## src/sv/i2csbe_pkg.sv

```systemverilog
// ----------------------------------------------------------------------------
// i2csbe_pkg
// Shared types and constants for the I2C slave byte engine.
// ----------------------------------------------------------------------------
package i2csbe_pkg;

  localparam int unsigned ByteBits = 8;
  localparam int unsigned AddrBits = 7;
  localparam int unsigned CntBits  = 4;

  typedef enum logic [2:0] {
    PH_IDLE      = 3'd0,
    PH_ADDR      = 3'd1,
    PH_ADDR_ACK  = 3'd2,
    PH_RX        = 3'd3,
    PH_RX_ACK    = 3'd4,
    PH_TX        = 3'd5,
    PH_MACK      = 3'd6,
    PH_WAIT_STOP = 3'd7
  } phase_t;

  typedef enum logic [1:0] {
    EV_NONE    = 2'd0,
    EV_START   = 2'd1,
    EV_STOP    = 2'd2,
    EV_RESTART = 2'd3
  } bus_event_t;

  typedef struct packed {
    logic                scl_level;
    logic                sda_level;
    logic [ByteBits-1:0] tx_byte;
  } sample_t;

  typedef struct packed {
    logic                sda_pull_low;
    logic                rx_valid;
    logic [ByteBits-1:0] rx_byte;
    logic                tx_taken;
    bus_event_t          bus_event;
    logic                selected;
  } result_t;

endpackage

```

## src/sv/i2csbe_core.sv

```systemverilog
// ----------------------------------------------------------------------------
// i2csbe_core
// Protocol state and one-sample update: start/stop detection, address
// match, receive shifting, transmit bit selection and acknowledge handling.
// ----------------------------------------------------------------------------
module i2csbe_core import i2csbe_pkg::*; (
  input  logic                clk,
  input  logic                rst_n,
  input  logic                step_en,
  input  sample_t             smp,
  input  logic [AddrBits-1:0] own_address,
  output result_t             res
);

  phase_t              phase_r,     phase_nxt;
  logic                prev_scl_r,  prev_scl_nxt;
  logic                prev_sda_r,  prev_sda_nxt;
  logic [CntBits-1:0]  bit_count_r, bit_count_nxt;
  logic [ByteBits-1:0] shift_in_r,  shift_in_nxt;
  logic [ByteBits-1:0] shift_out_r, shift_out_nxt;
  logic                read_mode_r, read_mode_nxt;
  logic [ByteBits-1:0] held_rx_r,   held_rx_nxt;

  logic       rise, fall, high;
  logic       rx_v, tx_t;
  bus_event_t ev;
  logic       full;

  assign rise = !prev_scl_r && smp.scl_level;
  assign fall = prev_scl_r && !smp.scl_level;
  assign high = prev_scl_r && smp.scl_level;
  assign full = (bit_count_r >= CntBits'(ByteBits));

  always_comb begin
    phase_nxt     = phase_r;
    bit_count_nxt = bit_count_r;
    shift_in_nxt  = shift_in_r;
    shift_out_nxt = shift_out_r;
    read_mode_nxt = read_mode_r;
    held_rx_nxt   = held_rx_r;
    prev_scl_nxt  = smp.scl_level;
    prev_sda_nxt  = smp.sda_level;
    ev            = EV_NONE;
    rx_v          = 1'b0;
    tx_t          = 1'b0;

    if (high && prev_sda_r && !smp.sda_level) begin
      ev            = (phase_r == PH_IDLE) ? EV_START : EV_RESTART;
      phase_nxt     = PH_ADDR;
      bit_count_nxt = '0;
      shift_in_nxt  = '0;
    end else if (high && !prev_sda_r && smp.sda_level) begin
      ev            = EV_STOP;
      phase_nxt     = PH_IDLE;
      bit_count_nxt = '0;
    end else begin
      case (phase_r)
        PH_ADDR, PH_RX: begin
          if (rise && !full) begin
            shift_in_nxt[bit_count_r[2:0]] = shift_in_r[bit_count_r[2:0]] | smp.sda_level;
            bit_count_nxt = bit_count_r + 1'b1;
          end else if (fall && full) begin
            bit_count_nxt = '0;
            if (phase_r == PH_RX) begin
              phase_nxt = PH_RX_ACK;
            end else if (shift_in_r[AddrBits-1:0] == own_address) begin
              read_mode_nxt = shift_in_r[ByteBits-1];
              phase_nxt     = PH_ADDR_ACK;
            end else begin
              phase_nxt = PH_IDLE;
            end
          end
        end
        PH_ADDR_ACK, PH_RX_ACK: begin
          if (rise) begin
            bit_count_nxt = CntBits'(1);
          end else if (fall && bit_count_r == CntBits'(1)) begin
            bit_count_nxt = '0;
            if (phase_r == PH_RX_ACK) begin
              held_rx_nxt  = shift_in_r;
              rx_v         = 1'b1;
              shift_in_nxt = '0;
              phase_nxt    = PH_RX;
            end else if (read_mode_r) begin
              shift_out_nxt = smp.tx_byte;
              tx_t          = 1'b1;
              phase_nxt     = PH_TX;
            end else begin
              shift_in_nxt = '0;
              phase_nxt    = PH_RX;
            end
          end
        end
        PH_TX: begin
          if (fall) begin
            if (bit_count_r + 1'b1 >= CntBits'(ByteBits)) begin
              bit_count_nxt = '0;
              phase_nxt     = PH_MACK;
            end else begin
              bit_count_nxt = bit_count_r + 1'b1;
            end
          end
        end
        PH_MACK: begin
          if (rise) begin
            if (smp.sda_level) begin
              phase_nxt = PH_WAIT_STOP;
            end else begin
              bit_count_nxt = CntBits'(1);
            end
          end else if (fall && bit_count_r == CntBits'(1)) begin
            bit_count_nxt = '0;
            shift_out_nxt = smp.tx_byte;
            tx_t          = 1'b1;
            phase_nxt     = PH_TX;
          end
        end
        default: begin
        end
      endcase
    end

    res.rx_valid  = rx_v;
    res.rx_byte   = held_rx_nxt;
    res.tx_taken  = tx_t;
    res.bus_event = ev;
    res.selected  = (phase_nxt == PH_ADDR_ACK) || (phase_nxt == PH_RX) ||
                    (phase_nxt == PH_RX_ACK) || (phase_nxt == PH_TX) ||
                    (phase_nxt == PH_MACK) || (phase_nxt == PH_WAIT_STOP);
    if (phase_nxt == PH_ADDR_ACK || phase_nxt == PH_RX_ACK) begin
      res.sda_pull_low = 1'b1;
    end else if (phase_nxt == PH_TX && bit_count_nxt < CntBits'(ByteBits)) begin
      res.sda_pull_low = !shift_out_nxt[bit_count_nxt[2:0]];
    end else begin
      res.sda_pull_low = 1'b0;
    end
  end

  always_ff @(posedge clk) begin
    if (!rst_n) begin
      phase_r     <= PH_IDLE;
      prev_scl_r  <= 1'b1;
      prev_sda_r  <= 1'b1;
      bit_count_r <= '0;
      shift_in_r  <= '0;
      shift_out_r <= '0;
      read_mode_r <= 1'b0;
      held_rx_r   <= '0;
    end else if (step_en) begin
      phase_r     <= phase_nxt;
      prev_scl_r  <= prev_scl_nxt;
      prev_sda_r  <= prev_sda_nxt;
      bit_count_r <= bit_count_nxt;
      shift_in_r  <= shift_in_nxt;
      shift_out_r <= shift_out_nxt;
      read_mode_r <= read_mode_nxt;
      held_rx_r   <= held_rx_nxt;
    end
  end

endmodule

```

## src/sv/i2c_slave_byte_engine_unit.sv

```systemverilog
// ----------------------------------------------------------------------------
// i2c_slave_byte_engine_unit
// Seven-bit-address I2C slave working on one SCL/SDA sample per transfer.
//
//   channel | direction | handshake             | payload
//   in      | input     | in_valid / in_ready   | scl_level, sda_level, tx_byte
//   out     | output    | out_valid / out_ready | pull, rx, tx_taken, event, sel
//   cfg     | input     | cfg_wr_en             | own_address (7 bits)
//
// One sample per cycle sustained while the result is not stalled.
// Samples land in an input register; the protocol state updates when that
// sample moves into the result register.
// A stalled result holds both registers; in_ready drops only when both full.
// Synchronous active-low reset; own_address resets to 1.
// ----------------------------------------------------------------------------
module i2c_slave_byte_engine_unit import i2csbe_pkg::*; (
  input  logic                clk,
  input  logic                rst_n,
  input  logic                in_valid,
  output logic                in_ready,
  input  logic                in_scl_level,
  input  logic                in_sda_level,
  input  logic [ByteBits-1:0] in_tx_byte,
  output logic                out_valid,
  input  logic                out_ready,
  output logic                out_sda_pull_low,
  output logic                out_rx_valid,
  output logic [ByteBits-1:0] out_rx_byte,
  output logic                out_tx_taken,
  output logic [1:0]          out_bus_event,
  output logic                out_selected,
  input  logic                cfg_wr_en,
  input  logic [AddrBits-1:0] cfg_wr_data
);

  logic [AddrBits-1:0] own_address_r;
  logic                smp_valid_r;
  sample_t             smp_r;
  logic                res_valid_r;
  result_t             res_r;
  result_t             res;
  logic                advance;

  assign advance  = smp_valid_r && (!res_valid_r || out_ready);
  assign in_ready = !smp_valid_r || advance;

  always_ff @(posedge clk) begin
    if (!rst_n) begin
      own_address_r <= AddrBits'(1);
    end else if (cfg_wr_en) begin
      own_address_r <= cfg_wr_data;
    end
  end

  always_ff @(posedge clk) begin
    if (!rst_n) begin
      smp_valid_r <= 1'b0;
      res_valid_r <= 1'b0;
    end else begin
      if (in_ready) begin
        smp_valid_r <= in_valid;
      end
      if (advance) begin
        res_valid_r <= 1'b1;
      end else if (out_ready) begin
        res_valid_r <= 1'b0;
      end
    end
  end

  always_ff @(posedge clk) begin
    if (in_valid && in_ready) begin
      smp_r.scl_level <= in_scl_level;
      smp_r.sda_level <= in_sda_level;
      smp_r.tx_byte   <= in_tx_byte;
    end
    if (advance) begin
      res_r <= res;
    end
  end

  i2csbe_core u_core (
    .clk         (clk),
    .rst_n       (rst_n),
    .step_en     (advance),
    .smp         (smp_r),
    .own_address (own_address_r),
    .res         (res)
  );

  assign out_valid        = res_valid_r;
  assign out_sda_pull_low = res_r.sda_pull_low;
  assign out_rx_valid     = res_r.rx_valid;
  assign out_rx_byte      = res_r.rx_byte;
  assign out_tx_taken     = res_r.tx_taken;
  assign out_bus_event    = res_r.bus_event;
  assign out_selected     = res_r.selected;

endmodule

```

## config.mk

```make
export PLATFORM = sky130hd
export DESIGN_NAME = i2c_slave_byte_engine_unit
export DESIGN_NICKNAME = d
export VERILOG_FILES = /design/src/sv/i2csbe_pkg.sv /design/src/sv/i2csbe_core.sv /design/src/sv/i2c_slave_byte_engine_unit.sv
export SDC_FILE = /design/constraint.sdc
export NUM_CORES = 1
export LEC_CHECK = 0
export BUFFER_PORTS_ARGS = -buffer_cell sky130_fd_sc_hd__buf_2
export CORE_MARGIN = 2
export CORE_UTILIZATION = 50
export DETAILED_ROUTE_END_ITERATION = 8
export GPL_ROUTABILITY_DRIVEN = 0
export PLACE_DENSITY = 0.7
export SETUP_SLACK_MARGIN = 0.4
export SKIP_LAST_GASP = 1
export SLEW_MARGIN = 30
export SYNTH_ARGS = -nofsm -noshare
export SYNTH_HDL_FRONTEND = slang
export SYNTH_SLANG_ARGS = --single-unit
```

## constraint.sdc

```tcl
create_clock -name clk -period 6.3 [get_ports clk]
set_input_delay 1.575 -clock clk [delete_from_list [all_inputs] [get_ports clk]]
set_output_delay 1.575 -clock clk [all_outputs]
set_load 0.05 [all_outputs]
```

* Word level (Yosys, flattened, before mapping)
Index checks and enable logic that the tools add are counted.
** Cells by class
- $add $sub $neg :: 1
- Reductions and logical operators :: 39
- Shift operators :: 0
- Multipliers :: 0
- Divide/modulo/power cells :: 0
- Eq/ne operators :: 19
- Mux-type cells :: 71
- Bitwise operators :: 7
- Magnitude comparators :: 6
** Operator list (count)
- $mux 8 :: 21
- $mux 3 :: 14
- $mux 4 :: 10
- $pmux 8 s2 :: 2
- $eq 3x3->1 const B :: 7
- $pmux 4 s4 :: 1
- $logic_and 1x1->1 :: 14
- $mux 1 :: 13
- $eq 3x2->1 const B :: 4
- $pmux 3 s4 :: 1
- $bwmux 8 :: 1
- $ge 4x4->1 const B :: 2
- $logic_not 1->1 :: 8
- $logic_or 1x1->1 :: 8
- $lt 3x4->1 const B :: 2
- $mux 2 :: 4
- $reduce_and 8->1 :: 1
- $eq 7x7->1 :: 1
- $reduce_and 7->1 :: 1
- $bmux 1 s3 :: 2
- $ne 3x1->1 const B :: 2
- $not 1->1 :: 6
- $reduce_or 2->1 :: 3
- $reduce_or 5->1 :: 1
- other kinds (14) :: 14
** Storage, ports and cells
- Bits in latches :: 0
- Input port bits :: 22
- Output and inout bits :: 16
- Bits in writable memories :: 0
- Memories kept :: 0
- Bits in registers :: 67
- Word-level logic and storage cells :: 163
- Bits in read-only memories :: 0

* Longest topological paths before layout
- Depth after elaboration :: 14
- Gate-level depth with buffers :: 12
- Gate-level depth less buffers :: 10

* Hierarchy
Synthesis repeated with hierarchy kept, for this count alone.
** Second synthesis, totals
- Cell total of the unflattened synthesis :: 348
- Area total of the unflattened synthesis :: 3534.6 um^2
** By module, submodules not included
- i2csbe_core :: instances 1, area an instance 2467.4 um^2, seq. area each 680.7 um^2, cells each 293
- i2c_slave_byte_engine_unit :: instances 1, area an instance 1067.3 um^2, seq. area each 900.9 um^2, cells each 55

* Worst setup path before layout
No wires, ideal clock.
- Path type :: input to output
- Start point :: input port out_ready
- End point :: output port in_ready
- Path buffers :: 0
- Data required time :: 4.725 ns
- Path slack :: 2.646 ns
- Arrival time :: 2.079 ns
- Stages on the path :: 2
- Cell sequence :: nor2b_1 nand2_1
** On the way
- Cells in the longest elaborated chain, start to end :: 3
** Ends and longest elaborated chain
- start, declared :: RTL line i2c_slave_byte_engine_unit.sv:25 : input logic out_ready,
- $logic_or 1x1->1 :: RTL line i2c_slave_byte_engine_unit.sv:44 : assign advance = smp_valid_r && (!res_valid_r || out_ready);
- $logic_and 1x1->1 :: RTL line i2c_slave_byte_engine_unit.sv:44
- $logic_or 1x1->1 :: RTL line i2c_slave_byte_engine_unit.sv:45 : assign in_ready = !smp_valid_r || advance;
- end, declared :: RTL line i2c_slave_byte_engine_unit.sv:20 : output logic in_ready,
No other way between the ends.

* Worst setup path in the final report
Ends and elaborated chain as after synthesis.

==> run summary <==
Synth area leader - dfxtp_1
post-CTS setup buffers - 0
vias in the first global route - 2574
H-tree Lvls - 3
Yosys top cell area share - 0.2488
drt drc - 0
Max-slew headroom - 0.4692
peak supply drop - 172.3 uV
CTS tree - built
EDFF count, synth - 24
Critical Path End Type - primary output
crit-path most repeated cell - buf_2
RSZ-0062 raised after global routing - no
wire per inst - 15.21 um
Buffers & Inverters on Critical Path - 2
WP data arrival - 2200 ps
CTS max path bufs - 2
Ports - 38
Die Y - 87.18 um
Pleak - 1.530 nW
DRT Pass-1 Iters - 5
PwrDens - 236.8 nW/um^2
syn avg cell area - 8.848 um^2
Die X-Extent - 87.18 um
Max Cap Violations - 0
synthesized netlist cell count - 391
Pwr Total - 0.9098 mW
GR Overflow Total - 0
hold crit path type - register to register
gr usage total - 0.2163
DP Wirelength - 5.222 mm
Clk Tree Root Cell - clkbuf_8
synth top area cells - dfxtp_1 (25%), edfxtp_1 (21%), nand2_1 (6.4%)
CP max stage delay - 210 ps
slowest stage cell, crit path - nor2b_1
critical path startpoint category - input port
clock insertion delay at the later pin of the skew report - 350 ps
global-route wire length before repair - 12.57 mm
initial antenna violation count - 0
upper clock frequency limit - 0.2650 GHz
CTS Sinks - 67
vias per std cell - 5.793
initial core utilization - 0.5120
# diodes - 0
CTS buffer count - 9
area grow syn2layout - 11.07%
core area - 6756 um^2
post-route clock skew - 5.417 ps
crit path kind - input port to primary output
Top delay family on crit path - buffers and inverters
Routed WL - 7.635 mm
Worst Hold Slack - 476.0 ps
final net count - 441
setup_tns - 0 ps
pin count of the biggest net entering global routing - 35
Primary FF master, synth - dfxtp_1
Yosys cell types - 63
measured slew at the worst slew-check pin - 786.3 ps
die area - 7600 um^2
async set-reset flop share out of synthesis - 0
Pins Over Slew Limit - 0
I/O Buffers - 37
Clk pin slew, worst setup/hold paths - 60 ps
min Tclk post-route - 3773 ps
crit path cell chain - buf_2 -> nor2b_1 -> nand2_1 -> buf_2
top fanout value on the critical path - 4
layout cells sized above 1 - 0.1611
cell area after synthesis - 3460 um^2
Yosys reg bits - 67
post-synthesis sequential area ratio - 0.4571
cts hold-fix bufs - 0
final worst-path cycle share - 0.5989
final setup fails - 0
Detail Route Antenna Nets - 0
row cnt - 30
Vias - 2908
status - completed
syn_nets - 415
Util after Layout - 0.5687
Req. time, crit path - 4720 ps
DRT iter0 DRCs - 360
cts repair resizes - 0
yosys warns - 0
Hold Violations, Final - 0
-- cell usage after synthesis (all sizes together), types with 16 or more instances --
master / count
nand2: 60
clkbuf: 16
edfxtp: 24
dfxtp: 43
o21ai: 18
nor3: 19
nor2: 50
mux2i: 17
a21oi: 25
-- placed cells by master (no fill, tap or decap), types with 3 or more instances in the layout --
| cell type | instances |
|---|---|
| a211o_1 | 3 |
| a21oi_1 | 24 |
| a31oi_1 | 3 |
| and2_1 | 5 |
| and3_1 | 3 |
| buf_2 | 37 |
| clkbuf_1 | 4 |
| clkbuf_8 | 9 |
| dfxtp_1 | 43 |
| edfxtp_1 | 24 |
| inv_1 | 7 |
| mux2i_1 | 17 |
| nand2_1 | 59 |
| nand2b_1 | 7 |
| nand3_1 | 8 |
| nand4_1 | 3 |
| nor2_1 | 49 |
| nor2b_1 | 6 |
| nor3_1 | 16 |
| nor4_1 | 8 |
| o21ai_0 | 17 |
| o22ai_1 | 3 |
| or3_1 | 3 |
| xor2_1 | 8 |
-- stage by stage --
step           std cells  cell area (um^2)  setup slack [ps]
2_1_floorplan        391              3460              2646
3_3_place_gp         486              3649              2574
3_5_place_dp         486              3649              2525
4_1_cts              502              3842              2518
5_1_grt              502              3842              2467
6_report             502              3842              2527
-- routing by layer --
layer	track usage	share of wire
met1	0.3046	0.48
met2	0.3095	0.44
met3	0.06540	0.062
met4	0.08951	0.025
met5	0	0
-- kinds of logic after synthesis --
group,Yosys count,synth area share
AO/OA/AOI/OAI,73,0.1371
XOR/XNOR,9,0.02279
adder cells (fa/ha/maj),2,0.007232
buffers and inverters,33,0.04195
flip-flops,67,0.4571
multiplexers,20,0.06546
AND/OR/NAND/NOR,187,0.2684
-- sequential cells by signal, summed over array words and instances, names as in the netlist, 2 cells and up --
signal,flops
out_rx_byte,8
smp_r,10
u_core.shift_out_r,8
u_core.phase_r,3
u_core.held_rx_r,8
out_bus_event,2
own_address_r,7
u_core.shift_in_r,8
u_core.bit_count_r,4
-- worst register-to-register path, stage by stage (launching register included) --
cell,delay [ps]
dfxtp_1,660
ha_1,230
or3b_4,410
nor3_4,260
nand2_2,230
inv_1,210
a2111oi_2,90
a2111oi_1,390
a211oi_1,100
a31o_1,250
-- where the power goes --
group	switching, mW	internal (mW)
logic	0.0576	0.0273
registers	0.0124	0.466
clock network	0.155	0.191
total	0.225	0.685
-- area by class of cell --
class	instances	area, um^2
fill	603	2914
timing repair buffer	39	200.2
tap	80	100.1
clock buffer	15	188.9
clock inverter	1	5.005
inverter	9	33.78
sequential	67	1582
multi-input combinational	291	1733
-- worst paths after layout --
check,endpoint,slack (ps),cells after the start,start
min reg2reg,u_core.shift_out_r[4]$_SDFFE_PN0P_,480,2,u_core.shift_out_r[4]$_SDFFE_PN0P_
max,in_ready,2530,4,out_ready
max reg2reg,out_sda_pull_low$_SDFFCE_PP1P_,3230,9,u_core.bit_count_r[0]$_SDFFE_PN0P_
min,u_core.shift_out_r[4]$_SDFFE_PN0P_,480,2,u_core.shift_out_r[4]$_SDFFE_PN0P_
No activity file was read; power rests on OpenSTA's default activity.
